File: config.mk
export PLATFORM = sky130hd
export DESIGN_NAME = sensor_sample_health_monitor
export DESIGN_NICKNAME = d
export VERILOG_FILES = /design/src/rtl/hshm_pkg.sv /design/src/rtl/hshm_cfg_regs.sv /design/src/rtl/hshm_eval.sv /design/src/rtl/sensor_sample_health_monitor.sv
export SDC_FILE = /design/constraint.sdc
export NUM_CORES = 1
export LEC_CHECK = 0
export ABC_AREA = 1
export BUFFER_PORTS_ARGS = -buffer_cell sky130_fd_sc_hd__buf_2
export CORE_MARGIN = 5
export CORE_UTILIZATION = 65
export CTS_CLUSTER_DIAMETER = 150
export DETAILED_ROUTE_END_ITERATION = 10
export PLACE_DENSITY_LB_ADDON = 0.05
export SLEW_MARGIN = 20
export SYNTH_ARGS = -nofsm -noshare
export SYNTH_HDL_FRONTEND = slang
export SYNTH_SLANG_ARGS = --single-unit
File: constraint.sdc
create_clock -name clk -period 9.47 [get_ports clk]
set_input_delay 1.894 -clock clk [delete_from_list [all_inputs] [get_ports clk]]
set_output_delay 1.894 -clock clk [all_outputs]
set_load 0.005 [all_outputs]
File: src/rtl/hshm_pkg.sv
// ----------------------------------------------------------------------------
// hshm_pkg
// Types, register codes and helpers shared by the sample health monitor.
// ----------------------------------------------------------------------------
package hshm_pkg;

    localparam int unsigned TIME_W  = 32;
    localparam int unsigned VALUE_W = 32;
    localparam int unsigned CFG_W   = 32;
    localparam int unsigned CFG_IDX_W = 3;

    // a zero reference time means "never"
    localparam logic [TIME_W-1:0] NEVER_AGE = 32'hFFFF_FFFF;

    typedef enum logic [1:0] {
        HEALTH_OK   = 2'd0,
        HEALTH_WARN = 2'd1,
        HEALTH_ERR  = 2'd2,
        HEALTH_HARD = 2'd3
    } health_t;

    typedef enum logic [2:0] {
        ACT_RAW      = 3'd0,
        ACT_BACKDATE = 3'd1,
        ACT_VALID    = 3'd2,
        ACT_UPDATE   = 3'd3,
        ACT_POP      = 3'd4,
        ACT_ARM      = 3'd5
    } action_t;

    localparam logic [CFG_IDX_W-1:0] CFG_WARN_AFTER   = 3'd0;
    localparam logic [CFG_IDX_W-1:0] CFG_ERROR_AFTER  = 3'd1;
    localparam logic [CFG_IDX_W-1:0] CFG_HARD_AFTER   = 3'd2;
    localparam logic [CFG_IDX_W-1:0] CFG_OK_STABLE    = 3'd3;
    localparam logic [CFG_IDX_W-1:0] CFG_VALID_MAXAGE = 3'd4;

    typedef struct packed {
        logic [CFG_W-1:0] warn_after_ms;
        logic [CFG_W-1:0] error_after_ms;
        logic [CFG_W-1:0] hard_after_ms;
        logic [CFG_W-1:0] ok_stable_ms;
        logic [CFG_W-1:0] last_valid_max_age_ms;
    } cfg_t;

    localparam cfg_t CFG_RESET = '{
        warn_after_ms:         32'd500,
        error_after_ms:        32'd1500,
        hard_after_ms:         32'd5000,
        ok_stable_ms:          32'd1000,
        last_valid_max_age_ms: 32'd10000
    };

    typedef struct packed {
        health_t             health;
        logic [TIME_W-1:0]   last_raw_time;
        logic [TIME_W-1:0]   last_valid_time;
        logic [VALUE_W-1:0]  last_valid_reading;
        logic                had_valid;
        logic [TIME_W-1:0]   good_window_start;
        logic                beep_pending;
    } state_t;

    localparam state_t STATE_RESET = '{
        health:             HEALTH_OK,
        last_raw_time:      '0,
        last_valid_time:    '0,
        last_valid_reading: '0,
        had_valid:          1'b0,
        good_window_start:  '0,
        beep_pending:       1'b0
    };

    typedef struct packed {
        health_t            health;
        logic               beep_popped;
        logic               can_show_last;
        logic [VALUE_W-1:0] last_valid_value;
    } result_t;

    // elapsed time from reference to now, saturating at zero when time runs back; a zero reference reads as never
    function automatic logic [TIME_W-1:0] elapsed(
        input logic [TIME_W-1:0] now,
        input logic [TIME_W-1:0] ref_time
    );
        logic [TIME_W-1:0] diff;
        diff = now - ref_time;
        if (ref_time == '0)
            return NEVER_AGE;
        else if (now >= ref_time)
            return diff;
        else
            return '0;
    endfunction

endpackage

File: src/rtl/hshm_cfg_regs.sv
// ----------------------------------------------------------------------------
// hshm_cfg_regs
// Threshold register file, written through the plain configuration port.
// ----------------------------------------------------------------------------
module hshm_cfg_regs (
    input  logic                               clk,
    input  logic                               rst_n,
    input  logic                               cfg_write,
    input  logic [hshm_pkg::CFG_IDX_W-1:0]     cfg_index,
    input  logic [hshm_pkg::CFG_W-1:0]         cfg_data,
    output hshm_pkg::cfg_t                     cfg
);

    hshm_pkg::cfg_t cfg_reg;
    hshm_pkg::cfg_t cfg_next;

    always_comb
    begin
        cfg_next = cfg_reg;
        if (cfg_write)
        begin
            unique case (cfg_index)
                hshm_pkg::CFG_WARN_AFTER:   cfg_next.warn_after_ms         = cfg_data;
                hshm_pkg::CFG_ERROR_AFTER:  cfg_next.error_after_ms        = cfg_data;
                hshm_pkg::CFG_HARD_AFTER:   cfg_next.hard_after_ms         = cfg_data;
                hshm_pkg::CFG_OK_STABLE:    cfg_next.ok_stable_ms          = cfg_data;
                hshm_pkg::CFG_VALID_MAXAGE: cfg_next.last_valid_max_age_ms = cfg_data;
                default:
                begin
                    // unmapped index, write dropped
                end
            endcase
        end
    end

    always_ff @(posedge clk or negedge rst_n)
    begin
        if (!rst_n)
            cfg_reg <= hshm_pkg::CFG_RESET;
        else
            cfg_reg <= cfg_next;
    end

    assign cfg = cfg_reg;

endmodule

File: src/rtl/hshm_eval.sv
// ----------------------------------------------------------------------------
// hshm_eval
// Single-pass event evaluation: next monitor state and result fields.
// ----------------------------------------------------------------------------
module hshm_eval (
    input  hshm_pkg::cfg_t                     cfg,
    input  hshm_pkg::state_t                   cur,
    input  logic [2:0]                         action,
    input  logic [hshm_pkg::TIME_W-1:0]        time_ms,
    input  logic [hshm_pkg::VALUE_W-1:0]       grams_value,
    output hshm_pkg::state_t                   nxt,
    output hshm_pkg::result_t                  result
);

    logic [hshm_pkg::TIME_W-1:0] gap;
    logic [hshm_pkg::TIME_W-1:0] win_start;
    logic [hshm_pkg::TIME_W-1:0] win_age;
    logic [hshm_pkg::TIME_W-1:0] valid_age;
    hshm_pkg::health_t           want;
    logic                        was_err;
    logic                        is_err;
    logic                        popped;

    // grading of the raw sample gap, computed in parallel with the decode
    always_comb
    begin
        gap       = hshm_pkg::elapsed(time_ms, cur.last_raw_time);
        win_start = (cur.good_window_start == '0) ? time_ms : cur.good_window_start;
        win_age   = hshm_pkg::elapsed(time_ms, win_start);
        if (gap >= cfg.error_after_ms)
            want = (gap >= cfg.hard_after_ms || !cur.had_valid)
                 ? hshm_pkg::HEALTH_HARD : hshm_pkg::HEALTH_ERR;
        else if (gap >= cfg.warn_after_ms)
            want = hshm_pkg::HEALTH_WARN;
        else
            want = hshm_pkg::HEALTH_OK;
    end

    always_comb
    begin
        nxt     = cur;
        popped  = 1'b0;
        was_err = 1'b0;
        is_err  = 1'b0;
        unique case (hshm_pkg::action_t'(action))
            hshm_pkg::ACT_RAW:
                nxt.last_raw_time = time_ms;
            hshm_pkg::ACT_BACKDATE:
            begin
                // only ever moves the raw time earlier, or sets it when none is stored
                if (time_ms != '0 &&
                    (cur.last_raw_time == '0 || time_ms < cur.last_raw_time))
                    nxt.last_raw_time = time_ms;
            end
            hshm_pkg::ACT_VALID:
            begin
                nxt.last_valid_time    = time_ms;
                nxt.last_valid_reading = grams_value;
                nxt.had_valid          = 1'b1;
            end
            hshm_pkg::ACT_UPDATE:
            begin
                if (want == hshm_pkg::HEALTH_OK && cur.health != hshm_pkg::HEALTH_OK)
                begin
                    nxt.good_window_start = win_start;
                    if (win_age >= cfg.ok_stable_ms)
                    begin
                        nxt.health            = hshm_pkg::HEALTH_OK;
                        nxt.good_window_start = '0;
                    end
                end
                else
                begin
                    if (want != hshm_pkg::HEALTH_OK)
                        nxt.good_window_start = '0;
                    nxt.health = want;
                end
                was_err = (cur.health == hshm_pkg::HEALTH_ERR ||
                           cur.health == hshm_pkg::HEALTH_HARD);
                is_err  = (nxt.health == hshm_pkg::HEALTH_ERR ||
                           nxt.health == hshm_pkg::HEALTH_HARD);
                if (!was_err && is_err)
                    nxt.beep_pending = 1'b1;
                if (nxt.health == hshm_pkg::HEALTH_OK)
                    nxt.beep_pending = 1'b0;
            end
            hshm_pkg::ACT_POP:
            begin
                if (cur.beep_pending)
                begin
                    nxt.beep_pending = 1'b0;
                    popped           = 1'b1;
                end
            end
            hshm_pkg::ACT_ARM:
            begin
                nxt               = hshm_pkg::STATE_RESET;
                nxt.last_raw_time = time_ms;
            end
            default:
            begin
                // unused codes leave the state alone
            end
        endcase
    end

    always_comb
    begin
        valid_age                = hshm_pkg::elapsed(time_ms, nxt.last_valid_time);
        result.health            = nxt.health;
        result.beep_popped       = popped;
        result.can_show_last     = (nxt.health == hshm_pkg::HEALTH_ERR) && nxt.had_valid &&
                                   (valid_age <= cfg.last_valid_max_age_ms);
        result.last_valid_value  = nxt.last_valid_reading;
    end

endmodule

File: src/rtl/sensor_sample_health_monitor.sv
// ----------------------------------------------------------------------------
// sensor_sample_health_monitor
// Watchdog that grades the gap between raw sensor samples.
// ----------------------------------------------------------------------------
// Takes one event per clock cycle, back to back, and shows the result of an
// event on the output ports once it has passed the input register, the
// evaluation and the result register. The input stalls only while both
// the input register and the result register are full and the output is
// stalled. The rate is set by the monitor state, which is read and rewritten
// by the combinational evaluation logic for every event.
// Configuration writes take effect at the next clock edge.
module sensor_sample_health_monitor (
    input  logic                               clk,
    input  logic                               rst_n,
    input  logic                               cfg_write,
    input  logic [hshm_pkg::CFG_IDX_W-1:0]     cfg_index,
    input  logic [hshm_pkg::CFG_W-1:0]         cfg_data,
    input  logic                               in_valid,
    output logic                               in_stall,
    input  logic [2:0]                         action,
    input  logic [31:0]                        time_ms,
    input  logic signed [31:0]                 grams_value,
    output logic                               out_valid,
    input  logic                               out_stall,
    output logic [1:0]                         health_state,
    output logic                               beep_popped,
    output logic                               can_show_last,
    output logic signed [31:0]                 last_valid_value
);

    hshm_pkg::cfg_t    cfg;
    hshm_pkg::state_t  state_reg;
    hshm_pkg::state_t  state_next;
    hshm_pkg::result_t result_next;
    hshm_pkg::result_t result_reg;

    logic                          in_valid_reg;
    logic                          in_valid_next;
    logic [2:0]                    in_action_reg;
    logic [hshm_pkg::TIME_W-1:0]   in_time_reg;
    logic [hshm_pkg::VALUE_W-1:0]  in_grams_reg;
    logic                          out_valid_reg;
    logic                          out_valid_next;
    logic                          out_free;
    logic                          advance;
    logic                          in_take;

    hshm_cfg_regs u_cfg (
        .clk       (clk),
        .rst_n     (rst_n),
        .cfg_write (cfg_write),
        .cfg_index (cfg_index),
        .cfg_data  (cfg_data),
        .cfg       (cfg)
    );

    hshm_eval u_eval (
        .cfg         (cfg),
        .cur         (state_reg),
        .action      (in_action_reg),
        .time_ms     (in_time_reg),
        .grams_value (in_grams_reg),
        .nxt         (state_next),
        .result      (result_next)
    );

    // result register empties or drains this cycle
    assign out_free = !out_valid_reg || !out_stall;
    assign advance  = in_valid_reg && out_free;
    assign in_stall = in_valid_reg && !out_free;
    assign in_take  = in_valid && !in_stall;

    assign in_valid_next  = in_take || (in_valid_reg && !advance);
    assign out_valid_next = advance || (out_valid_reg && out_stall);

    always_ff @(posedge clk or negedge rst_n)
    begin
        if (!rst_n)
        begin
            in_valid_reg  <= 1'b0;
            out_valid_reg <= 1'b0;
            state_reg     <= hshm_pkg::STATE_RESET;
        end
        else
        begin
            in_valid_reg  <= in_valid_next;
            out_valid_reg <= out_valid_next;
            if (advance)
                state_reg <= state_next;
        end
    end

    always_ff @(posedge clk)
    begin
        if (in_take)
        begin
            in_action_reg <= action;
            in_time_reg   <= time_ms;
            in_grams_reg  <= grams_value;
        end
        if (advance)
            result_reg <= result_next;
    end

    assign out_valid        = out_valid_reg;
    assign health_state     = result_reg.health;
    assign beep_popped      = result_reg.beep_popped;
    assign can_show_last    = result_reg.can_show_last;
    assign last_valid_value = result_reg.last_valid_value;

endmodule

* Word level (Yosys, flattened, before mapping)
Index checks and enable logic that the tools add are counted.
Operators by class: muxes and demuxes 25, $lt $le $gt $ge 9, reduce and logical (&&, ||, !) cells 48, equality and inequality tests 17, add/sub/neg operators 3
Operators with widths (count):
- $mux 32 | 11
- $ge 32x32->1 | 7
- $pmux 65 s2 | 1
- $logic_not 32->1 | 4
- $pmux 32 s2 | 2
- $sub 32x32->32 | 3
- $le 32x32->1 | 1
- $lt 32x32->1 | 1
- $reduce_bool 32->1 | 1
- $eq 3x2->1 const B | 4
- $eq 2x2->1 const B | 5
- $logic_and 1x1->1 | 10
- $reduce_and 2->1 | 5
- $reduce_bool 2->1 | 5
- $eq 3x3->1 const B | 3
- $reduce_and 3->1 | 3
- $mux 2 | 4
- $logic_not 1->1 | 7
- $logic_or 1x1->1 | 7
- $eq 3x1->1 const B | 2
- $logic_not 3->1 | 2
- $ne 3x1->1 const B | 2
- $mux 1 | 5
- $logic_not 2->1 | 2
- other kinds (4) | 5
Word-level totals: input bits 107, logic and storage cells 123, bits in registers 397

* Depth between registers and ports, before layout
depth in word-level cells 17, mapped depth 46, gate-level depth less buffers 46

* Cells and area by module
From an unflattened synthesis, not the netlist that was laid out.
Second synthesis, totals: cell total of the unflattened synthesis 4106, area, all modules 29340.6 um^2
Modules (own cells, without submodules):
- hshm_eval | times used 1, area each 14605.3 um^2, cells each 2716
- sensor_sample_health_monitor | times used 1, area each 8409.3 um^2, cells each 687
- hshm_cfg_regs | times used 1, area each 6326.1 um^2, cells each 703

* Worst setup path after synthesis
No wires, ideal clock.
path type flip-flop to flip-flop, start register state_reg[10] (netlist bit), end register state_reg[11] (netlist bit), stages on the path, launching flop included 35, setup time 0.066 ns, slack 4.664 ns, arrival 4.741 ns, path through dfrtp_1 nor4_1 nand3_1 nor2_1 buf_2 nand2_1 nand2_1 inv_1 ha_1 nor2_1 a21oi_1 a21oi_1 o21ai_1 a21boi_0 inv_1 nand2_1 nand2_1 nand2_1 nand3_1 buf_4 nand3_1 nand2_1 ha_1 a21oi_1 nor2_1 nor3_1 nand2_1 a21oi_1 nand2_1 nor2_1 nand3_1 nor2_1 clkbuf_1 nand3_1 nand2_1
Between the ends: cells in the longest elaborated chain, start to end 9, elaborated cells between the ends (all ways) 11, classes of those cells 1 x add/sub; 2 x order compare; 6 x mux; 2 x reduce/logical
RTL lines:
- start, declared | line sensor_sample_health_monitor.sv:32 | hshm_pkg::state_t state_reg;
- start signal, assigned | line sensor_sample_health_monitor.sv:82 | state_reg <= hshm_pkg::STATE_RESET;
- start signal, assigned | line sensor_sample_health_monitor.sv:89 | state_reg <= state_next;
- $logic_not 32->1 | line hshm_eval.sv:28 | win_start = (cur.good_window_start == '0) ? time_ms : cur.good_window_start;
- $mux 32 * | line hshm_eval.sv:28
- $sub 32x32->32 or $ge 32x32->1 (tied branches) | line hshm_pkg.sv:86, hshm_pkg.sv:89
- $mux 32 | line hshm_pkg.sv:89 | else if (now >= ref_time)
- $mux 32 | line hshm_pkg.sv:87 | if (ref_time == '0)
- $ge 32x32->1 | line hshm_eval.sv:66 | if (win_age >= cfg.ok_stable_ms)
- $mux 32 * | line hshm_eval.sv:66
- $mux 32 * | line hshm_eval.sv:63 | if (want == hshm_pkg::HEALTH_OK && cur.health != hshm_pkg::HEALTH_OK)
- $pmux 32 s2 * | line hshm_eval.sv:45 | unique case (hshm_pkg::action_t'(action))
Every way passes the cells marked *; elsewhere a longest branch is shown, timed or not. A chain may end at the register's enable or synchronous reset.

==> impl_metrics.json <==
{
  "status": "finished, final reports clean",
  "cp-end-kind": "flip-flop",
  "synth_common_cells": "nand2_1, inv_1, o21ai_0",
  "cp_max_fo": 51,
  "die_y_um": 210,
  "power.internal_mw": 5.40,
  "switching_power_mw": 5.14,
  "numPortBuffers": 144,
  "cts_buffers": 42,
  "synth_edf_count": 103,
  "clk_path_buf_depth": 3,
  "drt-total-wl_um": 82900,
  "cap_violations": 0,
  "ios": 145,
  "tns_ns": 0,
  "finalWorstPathRequiredPeriod_ns": 6.73,
  "synth.area.top_cells": "dfrtp_1, ha_1, edfxtp_1, nand2_1, o21ai_0",
  "cp.arrival_ns": 7.08,
  "vdd_ir_drop_max_mv": 0.219,
  "start_util_pct": 65.5,
  "p_seq_share_pct": 22.6,
  "drt-initial-drc-count": 2683,
  "die_area_um2": 44000,
  "switching_share_pct": 48.8,
  "total_power_mw": 10.5,
  "cts.sinks": 397,
  "finalWeightedCongestion": 1.00,
  "tritoncts": "built",
  "grt_pass1_vias": 23600,
  "synth-async-reset-ratio_pct": 74.1,
  "leakage_nw": 14.2,
  "htree_levels": 2,
  "cpMostUsedCell": "nand2_1",
  "required_ns": 9.82,
  "layout-drive-gt1-share_pct": 8.71,
  "track_usage_pct": 37.0,
  "clockPowerShare_pct": 16.4,
  "synthCells": 3337,
  "tightest_slew_ns": 1.03,
  "slew_headroom_pct": 31.6,
  "start_kind": "flip-flop",
  "clkTransAtPathRegs_ns": 0.06,
  "clock_latency_ns": 0.58,
  "final_nets": 3821,
  "syn_area_per_cell_um2": 7.77,
  "core_um2": 39500,
  "worstHoldPathType": "flip-flop to flip-flop",
  "grt_max_degree": 168,
  "finalCritPeriodShare_pct": 71.0,
  "yosysWarnings": 0,
  "worst_path_largest_cell_delay_ns": 0.58,
  "cts-root-buf": "clkbuf_16",
  "place_area_um2": 27100,
  "yosysTopAreaCellShare_pct": 25.6,
  "fmax_ghz": 0.149,
  "critPathKind": "flip-flop to flip-flop",
  "cts.hold.buffers_added": 0,
  "antenna_found_initial": 0,
  "fp.dieW_um": 210,
  "place_hpwl_um": 60900,
  "cts.repair.resized": 0,
  "grt_overflow_total": 0,
  "drc": 0,
  "drv_slew": 0,
  "yosysMostFrequentCell": "nand2_1",
  "via_per_inst": 6.04,
  "synth-seq-cells": 397,
  "powerDensity_nw_per_um2": 368,
  "slowest_stage": "nand2_2",
  "largest_reg_flops": 160,
  "synthToLayoutAreaGrowth_pct": 10.4,
  "combPwrFrac_pct": 61.0,
  "grt_pass1_wl_um": 128000,
  "grt_setup_unrepaired": "false",
  "post-cts-setup-buffer-count": 0,
  "finClkSkew_ns": 0.0228,
  "firstDrtPassIters": 8,
  "ys_types": 52,
  "ys_seq_area_share_pct": 40.5,
  "synth_nets": 3703,
  "synthFlopType": "dfrtp_1",
  "insertedDiodeCount": 0,
  "placement_rows": 73,
  "syn_area_um2": 25900,
  "drtAntennaViolNets": 0,
  "yosys.area.top_type": "dfrtp_1",
  "via_count": 24200,
  "wire_per_inst_um": 20.7,
  "hold_viol": 0,
  "finalSetupViolations": 0,
  "fin_util_pct": 72.3,
  "final_cell_area_um2": 28600
}
## power groups by stage
stage | combinational, mW | clock (mW) | sequential [mW]
global route | 7.16 | 1.81 | 2.41
CTS | 6.27 | 1.73 | 2.37
global placement | 5.98 | 0 | 2.38
finish | 6.43 | 1.73 | 2.38
detailed placement | 6.19 | 0 | 2.39
floorplan | 4.48 | 0 | 2.33
## final timing paths
| kind | startpoint | end | slack (ns) | cells after the start |
|---|---|---|---|---|
| min reg2reg | state_reg[114] | state_reg[114] | 0.47 | 2 |
| max reg2reg | in_action_reg[1] | can_show_last | 2.74 | 30 |
| max in group asynchronous | rst_n | state_reg[3] | 6.62 | 2 |
| min | state_reg[114] | state_reg[114] | 0.47 | 2 |
| min in group asynchronous | rst_n | u_cfg.cfg[119] | 1.37 | 1 |
| max | in_action_reg[1] | can_show_last | 2.74 | 30 |
## stage by stage
stage / std cells / hold slack [ns] / setup WS (ns)
floorplan: 3337 / 0.442 / 4.66
global placement: 3936 / 0.453 / 2.71
CTS: 4014 / 0.474 / 2.55
global route: 4014 / 0.490 / 2.33
finish: 4014 / 0.472 / 2.74
detailed placement: 3936 / 0.458 / 2.62
## routing by layer
| metal | track usage, % | vias up | share of wire (%) |
|---|---|---|---|
| li1 | - | 11300 | - |
| met1 | 49.7 | 11500 | 40 |
| met2 | 59.3 | 1164 | 46 |
| met3 | 6.17 | 266 | 8.6 |
| met4 | 16.7 | 0 | 5.2 |
| met5 | 0 | - | 0 |
## cell type report
cell class | count | area, µm²
Clock buffer | 56 | 1230
Clock inverter | 22 | 215
Fill cell | 2981 | 10900
Inverter | 516 | 1940
Multi-Input combinational cell | 2325 | 13100
Sequential cell | 397 | 10500
Tap cell | 525 | 657
Timing Repair Buffer | 173 | 961
## worst max-delay path, delay by kind of cell (launching register included)
kind                       cells  cell delay [ns]
and+or+nand+nor               12             2.40
AOI/OAI and AO/OA             11             2.07
adders and majority gates      3             0.95
buffers and inverters          4             0.57
DFF                            1             0.46
## cell families (layout without fill, tap and decap cells)
group	Yosys count	after routing	share of synthesized area, %
AOI/OAI and AO/OA	726	726	15.1
xor gates and xnor gates	58	58	1.96
adders and majority gates	259	259	12.6
buffers and inverters	615	767	9.14
DFF	397	397	40.5
and+or+nand+nor	1282	1282	20.8
## layout by cell type, fill, tap and decap left out, types with 16 or more instances in the layout
cell type and count:
o21ai_0 408, buf_2 143, nand3b_1 23, xor2_1 31, nand4_1 49, nor2_1 186, xnor2_1 27, inv_1 508
edfxtp_1 103, a21o_1 16, nor3_1 33, clkbuf_16 45, o22ai_1 21, ha_1 256, buf_4 28, dfstp_2 29
dfrtp_1 265, o21a_1 20, a21oi_1 197, nand2_1 789, nor4_1 30, nand3_1 148
Note: power is estimated with default switching activity, not from simulation.
